`config.mk`:
```
export PLATFORM = sky130hd
export DESIGN_NAME = bsm_addr_reduce
export DESIGN_NICKNAME = d
export VERILOG_FILES = /design/src/rtl/core/bsm_pkg.sv /design/src/rtl/core/bsm_addr_reduce.sv
export SDC_FILE = /design/constraint.sdc
export NUM_CORES = 1
export LEC_CHECK = 0
export BUFFER_PORTS_ARGS = -buffer_cell sky130_fd_sc_hd__buf_2
export CAP_MARGIN = 20
export CORE_UTILIZATION = 27
export DETAILED_ROUTE_END_ITERATION = 7
export GPL_ROUTABILITY_DRIVEN = 0
export HOLD_SLACK_MARGIN = 0.03
export SLEW_MARGIN = 15
export SYNTH_ARGS = -nofsm -noshare
export SYNTH_HDL_FRONTEND = slang
export SYNTH_SLANG_ARGS = --single-unit
```
`constraint.sdc`:
```
create_clock -name clk -period 0.99 [get_ports clk]
set_clock_uncertainty 0.05 [all_clocks]
set_input_delay 0.0495 -clock clk [delete_from_list [all_inputs] [get_ports clk]]
set_output_delay 0.0495 -clock clk [all_outputs]
set_load 0.02 [all_outputs]
```
`src/rtl/core/bsm_pkg.sv`:
```
// Shared types and constants for the background subtraction motion mask block.
`default_nettype none
package bsm_pkg;

  localparam int IDX_W     = 18;
  localparam int CHAN_W    = 16;
  localparam int LUMA_W    = 11;
  localparam int MASK_W    = 8;
  localparam int THR_W     = 8;
  localparam int FMT_W     = 2;
  localparam int CFG_IDX_W = 1;
  localparam int CFG_DAT_W = 8;

  localparam logic [2:0]        LUMA_GAIN = 3'd7;
  localparam logic [MASK_W-1:0] MASK_ON   = 8'hFF;
  localparam logic [MASK_W-1:0] MASK_OFF  = 8'h00;

  localparam logic [CFG_IDX_W-1:0] CFG_PIXEL_FORMAT = 1'b0;
  localparam logic [CFG_IDX_W-1:0] CFG_THRESHOLD    = 1'b1;

  typedef enum logic [FMT_W-1:0] {
    FMT_RGB8   = 2'd0,
    FMT_LUMA8  = 2'd1,
    FMT_RGB16  = 2'd2,
    FMT_LUMA16 = 2'd3
  } fmt_t;

  typedef enum logic {
    OP_LEARN   = 1'b0,
    OP_COMPARE = 1'b1
  } op_t;

  typedef struct packed {
    op_t               operation;
    logic [IDX_W-1:0]  pixel_index;
    logic [CHAN_W-1:0] chan_a;
    logic [CHAN_W-1:0] chan_b;
    logic [CHAN_W-1:0] chan_c;
  } in_item_t;

  typedef struct packed {
    logic [MASK_W-1:0] mask;
    logic [IDX_W-1:0]  out_index;
  } out_item_t;

endpackage
`default_nettype wire

```
`src/rtl/core/bsm_addr_reduce.sv`:
```
// Two-stage reduction of the pixel index modulo the store depth.
`default_nettype none
module bsm_addr_reduce #(
  parameter int PIXELS = 262144
) (
  input  wire logic                           clk,
  input  wire logic                           en,
  input  wire logic [bsm_pkg::IDX_W-1:0]      idx_i,
  output logic      [$clog2(PIXELS)-1:0]      addr_o
);

  localparam int AW      = $clog2(PIXELS);
  localparam int IW      = bsm_pkg::IDX_W;
  localparam int RECIP   = (1 << IW) / PIXELS;
  localparam int RECIP_W = IW - 1;
  localparam int P1_W    = IW + RECIP_W;
  localparam int QP_W    = RECIP_W + AW + 1;
  localparam int RW      = ((AW > IW) ? AW : IW) + 1;

  logic [P1_W-1:0]    p1;
  logic [RECIP_W-1:0] q_r;
  logic [IW-1:0]      idx_r;
  logic [QP_W-1:0]    qp;
  logic [IW-1:0]      rem_nxt;
  logic [IW-1:0]      rem_r;
  logic [RW-1:0]      rem_x;
  logic [RW-1:0]      addr_full;

  // quotient estimate is exact or one short
  assign p1 = P1_W'(idx_i) * P1_W'(RECIP);

  always_ff @(posedge clk) begin
    if (en) begin
      q_r   <= p1[P1_W-1:IW];
      idx_r <= idx_i;
    end
  end

  assign qp      = QP_W'(q_r) * QP_W'(PIXELS);
  assign rem_nxt = idx_r - qp[IW-1:0];

  always_ff @(posedge clk) begin
    if (en) begin
      rem_r <= rem_nxt;
    end
  end

  always_comb begin
    rem_x     = RW'(rem_r);
    addr_full = (rem_x >= RW'(PIXELS)) ? (rem_x - RW'(PIXELS)) : rem_x;
    addr_o    = addr_full[AW-1:0];
  end

endmodule
`default_nettype wire

```
# Word level (Yosys, flattened, before mapping)
# Index checks and enable logic that the tools add are counted.
# totals
ff_bits	36
input_bits	20
output_inout_bits	18
word_cells	2

# Depth between registers and ports, before layout
# logic_depth
word_depth	0
ltp_mapped	0
depth_no_buf	0

# Worst setup path after synthesis
# OpenSTA, ideal clock, no wires.
# synth_timing
path_kind	register -> register
startpoint	register idx_r[0]
endpoint	register rem_r[0], in the netlist addr_o[0] (data pin)
setup_ns	0.266
arrival_time_ns	0.323
setup_slack_ns	0.351
path_stages_with_launch	1
path_buffers	0
path_cell_list	edfxtp_1
# synth_rtl
element	line_no	rtl
start, declared	bsm_addr_reduce.sv:22	logic [IW-1:0] idx_r;
start signal, assigned	bsm_addr_reduce.sv:35	idx_r <= idx_i;
end signal, assigned	bsm_addr_reduce.sv:44	rem_r <= rem_nxt;
end, declared	bsm_addr_reduce.sv:25	logic [IW-1:0] rem_r;
# No word-level cell between the ends.

# Worst setup path in the final report
# layout_timing
startpoint	register rem_r[14], in the netlist addr_o[14]
endpoint	output port addr_o[14]
# layout_rtl
element	line_no	rtl
end, declared	bsm_addr_reduce.sv:9	output logic [$clog2(PIXELS)-1:0] addr_o
# No word-level cell between the ends.

==> qor.csv <==
metric,value,unit
fmax,1096,MHz
start_util,28.88,%
fp.dieArea,4261,um^2
synth_area_per_cell,30.03,um^2
grt_max_degree,37,
grt_util_all_layers,8.696,%
vias,564,
synth_top_area_share,100.0,%
cts_sinks,36,
multi_input_area,0,um^2
cp.arrival,810,ps
drive_gt1_share,46.00,%
regArea,1081,um^2
status,"complete, no violations",
grt_pass1_vias,576,
synth_area_leader_cell,edfxtp_1,
slew_viol_final,0,
n_fill_cell,367,
period_needed,912.6,ps
setup_viol,0,
antenna_found_initial,0,
grt_pass1_wl,2477,um
post-route-drc-count,0,
wl,1620,um
vias_per_cell,3.811,
endpoint_kind,primary output,
ant_nets,0,
p_per_area,2011,nW/um^2
layout_common_cells,"37 x buf_2, 36 x edfxtp_1, 18 x dlygate4sd3_1",
final_nets,119,
reg2reg_setup_slack,300,ps
tightest_slew,188.1,ps
clockRootBuffer,clkbuf_8,
cpLargestDelayFamily,flip-flops,
cts_buffer_depth,2,
drtPass1Iterations,4,
rsz0062_at_grt,no,
drv_cap,0,
drt_iter0_drc,9,
die_w,65.28,um
syn-num-nets,56,
cp_num_buf_inv,1,
grt_overflow,0,
slowest_delay,370,ps
netlist_area,1081,um^2
hp-class,in2reg,
holdWs,181.5,ps
cts_hold_buf,18,
path_max_fanout,1,
max_slew_margin,87.46,%
worstPathCellList,buf_2,
numCtsBuffers,5,
antenna_cells,0,
min_period_over_period,92.18,%
start_kind,flip-flop,
instances_no_fill,148,
slowest_stage,edfxtp_1,
p_leak,0.6366,nW
ys_warn_count,0,
critPathRequiredTime,890,ps
ys_ff_latch,36,
hold_viol_final,0,
area_growth,51.50,%
design.core.area,3744,um^2
clk_latency,270,ps
clk_pin_slew_worst_paths,70,ps
post_cts.repair.setup_buffers,0,
portBuffers,37,
cts_resized,0,
h-tree-depth,2,
core.rowCount,22,
mostFrequentLayoutCell,buf_2,
ys_types,1,
syn_inst,36,
tritoncts,done,
finalPower,3.294,mW
final.setup.tns,0,ps
die_h,65.28,um
timing_worst_setup_path_type,reg2out,
yosysSeqAreaShare,100.0,%
synthTopCellsByArea,edfxtp_1 100%,
routedWlPerCell,10.95,um
worst_ir_drop_vdd,845.6,uV
dp.cells,122,
num-multi-input-gates,0,
ioPinCount,38,
## metal layers
metal / part of all wire, % / vias up / track usage (%)
met2: 61 / 21 / 16.11
met5: 0 / - / 0
met1: 32 / 271 / 6.735
met4: 1.7 / 0 / 8.152
met3: 5.1 / 2 / 3.125
li1: - / 270 / -
## report_power, final
| part | switching (mW) | leakage (nW) | internal [mW] |
|---|---|---|---|
| Clock | 0.483 | 0.0541 | 0.744 |
| Sequential | 0.0249 | 0.352 | 1.81 |
| Combinational | 0.124 | 0.230 | 0.112 |
## worst paths after layout
check / start / endpoint / cells past startpoint
max: addr_o[14] / addr_o[14] / 1
min: en / addr_o[4] / 2
max reg2reg: idx_r[3] / addr_o[3] / 0
min reg2reg: idx_r[9] / addr_o[9] / 0
## cells in the mapped netlist
master and instances:
edfxtp_1 36
## cells by family (layout without fill, tap and decap cells)
| family | Yosys count | after routing | synth area share [%] |
|---|---|---|---|
| DFF | 36 | 36 | 100.0 |
| buffers and inverters | 0 | 64 | 0 |
## state kept, by name (all words and copies together) (netlist names)
name    count
idx_r      18
addr_o     18
## stage by stage
stage                     worst slack, ps  util, %  area (um^2)
final                               77.38    43.75         1638
after global routing                33.74    43.75         1638
after CTS                           45.31    43.75         1638
after detailed placement            253.4    35.96         1346
after global placement              269.2    35.96         1346
after floorplan                     351.2        -         1081
## final cells by class
class	instances	share of cell area (%)
clock inverter	3	2.597
clock buffer	5	4.202
tap	48	3.667
sequential	36	66.00
timing repair buffer	56	23.53
No activity file was read; power rests on OpenSTA's default activity.
