[config.mk]
export PLATFORM = sky130hd
export DESIGN_NAME = bsm_luma
export DESIGN_NICKNAME = d
export VERILOG_FILES = /design/src/rtl/core/bsm_pkg.sv /design/src/rtl/core/bsm_luma.sv
export SDC_FILE = /design/constraint.sdc
export NUM_CORES = 1
export LEC_CHECK = 0
export BUFFER_PORTS_ARGS = -buffer_cell sky130_fd_sc_hd__buf_4
export CORE_MARGIN = 2
export CORE_UTILIZATION = 35
export DETAILED_ROUTE_END_ITERATION = 10
export MAX_ROUTING_LAYER = met4
export SLEW_MARGIN = 20
export SYNTH_ARGS = -nofsm -noshare
export SYNTH_HDL_FRONTEND = slang
export SYNTH_SLANG_ARGS = --single-unit
export TNS_END_PERCENT = 50
[constraint.sdc]
create_clock -name vclk -period 11.3
set_clock_uncertainty 0.05 [all_clocks]
set_input_delay 2.26 -clock vclk [all_inputs]
set_output_delay 2.26 -clock vclk [all_outputs]
set_load 0.005 [all_outputs]
[src/rtl/core/bsm_pkg.sv]
// Shared types and constants for the background subtraction motion mask block.
`default_nettype none
package bsm_pkg;

  localparam int IDX_W     = 18;
  localparam int CHAN_W    = 16;
  localparam int LUMA_W    = 11;
  localparam int MASK_W    = 8;
  localparam int THR_W     = 8;
  localparam int FMT_W     = 2;
  localparam int CFG_IDX_W = 1;
  localparam int CFG_DAT_W = 8;

  localparam logic [2:0]        LUMA_GAIN = 3'd7;
  localparam logic [MASK_W-1:0] MASK_ON   = 8'hFF;
  localparam logic [MASK_W-1:0] MASK_OFF  = 8'h00;

  localparam logic [CFG_IDX_W-1:0] CFG_PIXEL_FORMAT = 1'b0;
  localparam logic [CFG_IDX_W-1:0] CFG_THRESHOLD    = 1'b1;

  typedef enum logic [FMT_W-1:0] {
    FMT_RGB8   = 2'd0,
    FMT_LUMA8  = 2'd1,
    FMT_RGB16  = 2'd2,
    FMT_LUMA16 = 2'd3
  } fmt_t;

  typedef enum logic {
    OP_LEARN   = 1'b0,
    OP_COMPARE = 1'b1
  } op_t;

  typedef struct packed {
    op_t               operation;
    logic [IDX_W-1:0]  pixel_index;
    logic [CHAN_W-1:0] chan_a;
    logic [CHAN_W-1:0] chan_b;
    logic [CHAN_W-1:0] chan_c;
  } in_item_t;

  typedef struct packed {
    logic [MASK_W-1:0] mask;
    logic [IDX_W-1:0]  out_index;
  } out_item_t;

endpackage
`default_nettype wire

[src/rtl/core/bsm_luma.sv]
// Fake luma reduction of one pixel for each supported pixel format.
`default_nettype none
module bsm_luma (
  input  wire bsm_pkg::fmt_t                  fmt,
  input  wire logic [bsm_pkg::CHAN_W-1:0]     chan_a,
  input  wire logic [bsm_pkg::CHAN_W-1:0]     chan_b,
  input  wire logic [bsm_pkg::CHAN_W-1:0]     chan_c,
  output logic      [bsm_pkg::LUMA_W-1:0]     luma
);

  localparam int LW = bsm_pkg::LUMA_W;

  logic [7:0]    y8;
  logic [LW-1:0] y_x7;

  always_comb begin
    y8 = (fmt == bsm_pkg::FMT_LUMA16) ? chan_a[15:8] : chan_a[7:0];
    y_x7 = LW'({y8, 3'b000}) - LW'(y8);
    case (fmt)
      bsm_pkg::FMT_RGB8: begin
        luma = LW'({chan_a[7:0], 1'b0}) + LW'({chan_b[7:0], 2'b00}) + LW'(chan_c[7:0]);
      end
      bsm_pkg::FMT_RGB16: begin
        luma = LW'(chan_a[15:7]) + LW'(chan_b[15:6]) + LW'(chan_c[15:8]);
      end
      bsm_pkg::FMT_LUMA8,
      bsm_pkg::FMT_LUMA16: begin
        luma = y_x7;
      end
      default: begin
        luma = y_x7;
      end
    endcase
  end

endmodule
`default_nettype wire

**Yosys cells after proc, flatten, opt, wreduce, memory -nomap -nowiden**

Cells that the tools add are included.

- Logic and storage cells: 12
- Register bits after elaboration: 0

- Reduce and logical (&&, ||, !) cells: 2
- Add/subtract/negate cells: 5
- Mux-type cells: 2
- Equal/unequal tests: 3

Operators with widths:

| cell | number |
|---|---|
| case mux 11 bit (3 select lines) | 1 |
| adder 11 x 8 -> 11 bit | 2 |
| adder 9 x 10 -> 11 bit | 2 |
| subtractor 11 x 8 -> 11 bit | 1 |
| two-way mux 8 bit | 1 |
| == test 2 bit, second input constant | 2 |
| == test 2 x 1 -> 1 bit, second input constant | 1 |
| logical NOT 2 bit | 1 |
| OR reduction 2 bit | 1 |

**Longest topological paths before layout**

- Depth after elaboration: 4
- Gate-level depth with buffers: 12
- Mapped depth without buffers: 12

**Least setup slack after synthesis**

OpenSTA, ideal clock, no wires.

- Path kind: input to output
- From: input port chan_a[1] (netlist name)
- To: output port luma[10] (netlist name)
- Stages on the path: 9
- Buffers on the path: 0
- Slack: 4.496 ns
- Required time: 8.990 ns
- Arrival: 4.494 ns
- Cells stage by stage: fa_1 > ha_1 > fa_1 > a211o_1 > a21o_1 > a21o_1 > a21oi_1 > nor4b_1 > a211o_1

- Cells in the longest elaborated chain, start to end: 3

RTL lines:

| what | line | source |
|---|---|---|
| from (decl) | bsm_luma.sv:5 | `input wire logic [bsm_pkg::CHAN_W-1:0] chan_a,` |
| adder 9 x 10 -> 11 bit or two-way mux 8 bit (tied branches) | bsm_luma.sv:21, bsm_luma.sv:17 |  |
| adder 11 x 8 -> 11 bit or subtractor 11 x 8 -> 11 bit (tied branches) | bsm_luma.sv:21, bsm_luma.sv:18 |  |
| case mux 11 bit (3 select lines) * | bsm_luma.sv:19 | `case (fmt)` |
| to (decl) | bsm_luma.sv:8 | `output logic [bsm_pkg::LUMA_W-1:0] luma` |

Mark *: on every way between the ends. The rest lies on a longest branch, timed or not.

**Final worst setup path**

- From: input port fmt[0]
- To: output port luma[7] (netlist name)

- Cells in the longest elaborated chain, start to end: 4

RTL lines:

| what | line | source |
|---|---|---|
| from (decl) | bsm_luma.sv:4 | `input wire bsm_pkg::fmt_t fmt,` |
| == test 2 bit | bsm_luma.sv:17, bsm_luma.sv:19 |  |
| two-way mux 8 bit | bsm_luma.sv:17 | `y8 = (fmt == bsm_pkg::FMT_LUMA16) ? chan_a[15:8] : chan_a[7:0];` |
| subtractor 11 x 8 -> 11 bit | bsm_luma.sv:18 | `y_x7 = LW'({y8, 3'b000}) - LW'(y8);` |
| case mux 11 bit (3 select lines) * | bsm_luma.sv:19 |  |

Marks and branches as above.

==> impl_metrics.csv <==
group,metric,value,unit
outcome,status,"finished clean",
final_layout,antenna_cells,0,
worst_setup_path,end_kind,"output pin",
final_layout,final_cells,338,
die,die_height,75.8,um
die,dieWidth,75.8,um
die,core_area,5040,um^2
worst_setup_path,cp_cell_sequence,"buf_4, nand2_2, mux2i_1, inv_1, ha_1, o21a_1, o221a_2, a311oi_1, mux2i_1, a211oi_1, buf_4",
timing,hold_slack,4.96,ns
clock_network,ctsHoldBuffers,0,
timing,drv_slew,0,
worst_setup_path,critical_path_buf_inv_count,3,
worst_setup_path,crit_fanout,34,
clock_network,post_cts_resized,0,
timing,slew_headroom,73.7,%
timing,finalHoldViolCount,0,
power_and_ir_drop,seq_power_share,0,%
final_layout,seq_cell_count,0,
power_and_ir_drop,pwr-share-clk,0,%
power_and_ir_drop,power_frac_comb,100.0,%
timing,rsz0062_at_grt,"false",
yosys,syn_area,1810,um^2
clock_network,post_cts_buffers,0,
placement,dp_cells,338,
power_and_ir_drop,leakage,1.16,nW
placement,gp_congestion,0.894,
final_layout,syn_to_final_growth,28.1,%
detailed_routing,viasPerCell,5.37,
final_layout,n_clock_buffer,0,
die,io_pins,61,
die,rows,26,
grt,grt_max_degree,35,
power_and_ir_drop,netSwitchingPower,0.0855,mW
yosys,synth_fp_nets,304,
timing,fmax,138,MHz
detailed_routing,drtIter0Drc,117,
worst_setup_path,worstSetupStartpointType,"input pin",
power_and_ir_drop,internal_power,0.0844,mW
placement,hpwl,4390,um
power_and_ir_drop,ir_worst_vdd,0.0360,mV
worst_setup_path,slowest_delay,0.35,ns
detailed_routing,vias,1814,
worst_setup_path,critical-path-top-delay-family,"compound AO/OA/AOI/OAI gates",
final_layout,finalNetCount,360,
yosys,seq_area_frac_synth,0,%
yosys,synthCells,214,
final_layout,drive_gt1_share,24.3,%
yosys,synth.top_cell.area_share,17.7,%
yosys,ys_warn_count,0,
final_layout,final_core_util,45.9,%
yosys,synth_area_leaders,"fa_1 18%, ha_1 17%, mux2i_1 8.3%",
timing,post-route-period-util,64.1,%
timing,setup_tns,0,ns
worst_setup_path,crit_arrival,4.93,ns
detailed_routing,route.detailed.drc,0,
detailed_routing,ant_nets,0,
grt,first_global_vias,1683,
yosys,ys_types,43,
final_layout,seqCellArea,0,um^2
worst_setup_path,cp.required,8.99,ns
hold_path,min_path_type,"in2out",
timing,setup_ws,4.06,ns
worst_setup_path,criticalPathCategory,"in2out",
die,die_area,5750,um^2
power_and_ir_drop,powerDensity,73.4,nW/um^2
grt,grtUsageTotal,18.2,%
power_and_ir_drop,p_sw_share,50.3,%
timing,tightestPinTransition,0.389,ns
grt,gr-total-overflow,0,
timing,fin_crit,7.24,ns
placement,pre_cts_ws,4.07,ns
detailed_routing,routed_wirelength,5120,um
detailed_routing,drt_pass1_iterations,4,
grt,grt_pass1_wl,7960,um
detailed_routing,avgRoutedWirePerCell,15.1,um
die,start_util,35.8,%
yosys,synth_area_per_cell,8.44,um^2
timing,finalSetupViolCount,0,
placement,portBuffers,61,
yosys,synth_top_cell_by_area,"fa_1",
worst_setup_path,worst_path_max_delay_cell,"mux2i_1",
grt,antenna_found_initial,0,
job,maxCapViolations,0,
==> layout by cell type, fill, tap and decap left out, types with 2 or more instances in the layout <==
master / instances
buf_4: 61
ha_1: 24
inv_1: 16
fa_1: 16
mux2i_1: 15
a21oi_1: 14
nor2_1: 11
a211oi_1: 11
xnor2_1: 11
xor2_1: 11
o21ai_0: 9
a21o_1: 7
o21a_1: 6
nand2_1: 6
and3_1: 4
nor3_1: 4
a211o_1: 4
nand2b_1: 3
o21bai_1: 3
a31oi_1: 3
nor2b_1: 3
a311oi_1: 3
a221oi_1: 2
nor4bb_1: 2
and4b_1: 2
a311o_1: 2
o211a_1: 2
==> power groups by stage <==
stage,Clock [mW],Combinational [mW],Sequential (mW)
floorplan,0,0.111,0
global route,0,0.189,0
CTS,0,0.171,0
global placement,0,0.169,0
finish,0,0.170,0
detailed placement,0,0.170,0
==> Yosys cell counts (all sizes together) (7+ instances only) <==
master / instances
xnor2: 11
ha: 24
fa: 16
a21o: 7
o21ai: 10
a21oi: 14
a211oi: 11
nor2: 11
inv: 16
xor2: 11
mux2i: 15
nand2: 7
==> final cells by class <==
type / count / area (um^2)
fillers: 536 / 2730
multi-input cells: 191 / 1710
repair buffers: 61 / 458
well taps: 70 / 87.6
inverters: 16 / 60.1
==> cell families after synthesis <==
group,count (synthesis),synth area share [%]
AND/OR/NAND/NOR,41,12.6
XOR/XNOR,22,10.7
buffers and inverters,23,5.41
adder cells (fa/ha/maj),40,34.4
AO/OA/AOI/OAI,72,28.0
multiplexers,16,8.94
==> per-stage QoR <==
stage / total power [mW] / area (um^2)
3_3_place_gp: 0.169 / 2310
6_report: 0.170 / 2310
3_5_place_dp: 0.170 / 2310
4_1_cts: 0.171 / 2310
5_1_grt: 0.189 / 2310
2_1_floorplan: 0.111 / 1810
==> layer usage <==
metal	part of all wire, %	global-route usage [%]	vias to the layer above
li1	-	-	909
met1	46	25.8	841
met2	48	30.6	62
met4	0.72	1.17	0
met5	0	-	-
met3	5.2	0.265	2
==> tightest hold or removal path, delay by kind of cell <==
family	cells	cell delay, ns
AO/OA/AOI/OAI	1	0.16
buffers and inverters	2	0.33
==> path summary, 6_finish.rpt <==
kind   start       to  slack, ns  cells after the start
max   fmt[0]  luma[7]       4.06                     11
min   fmt[0]  luma[6]       4.96                      3
Power figures use the tool's default switching activity.
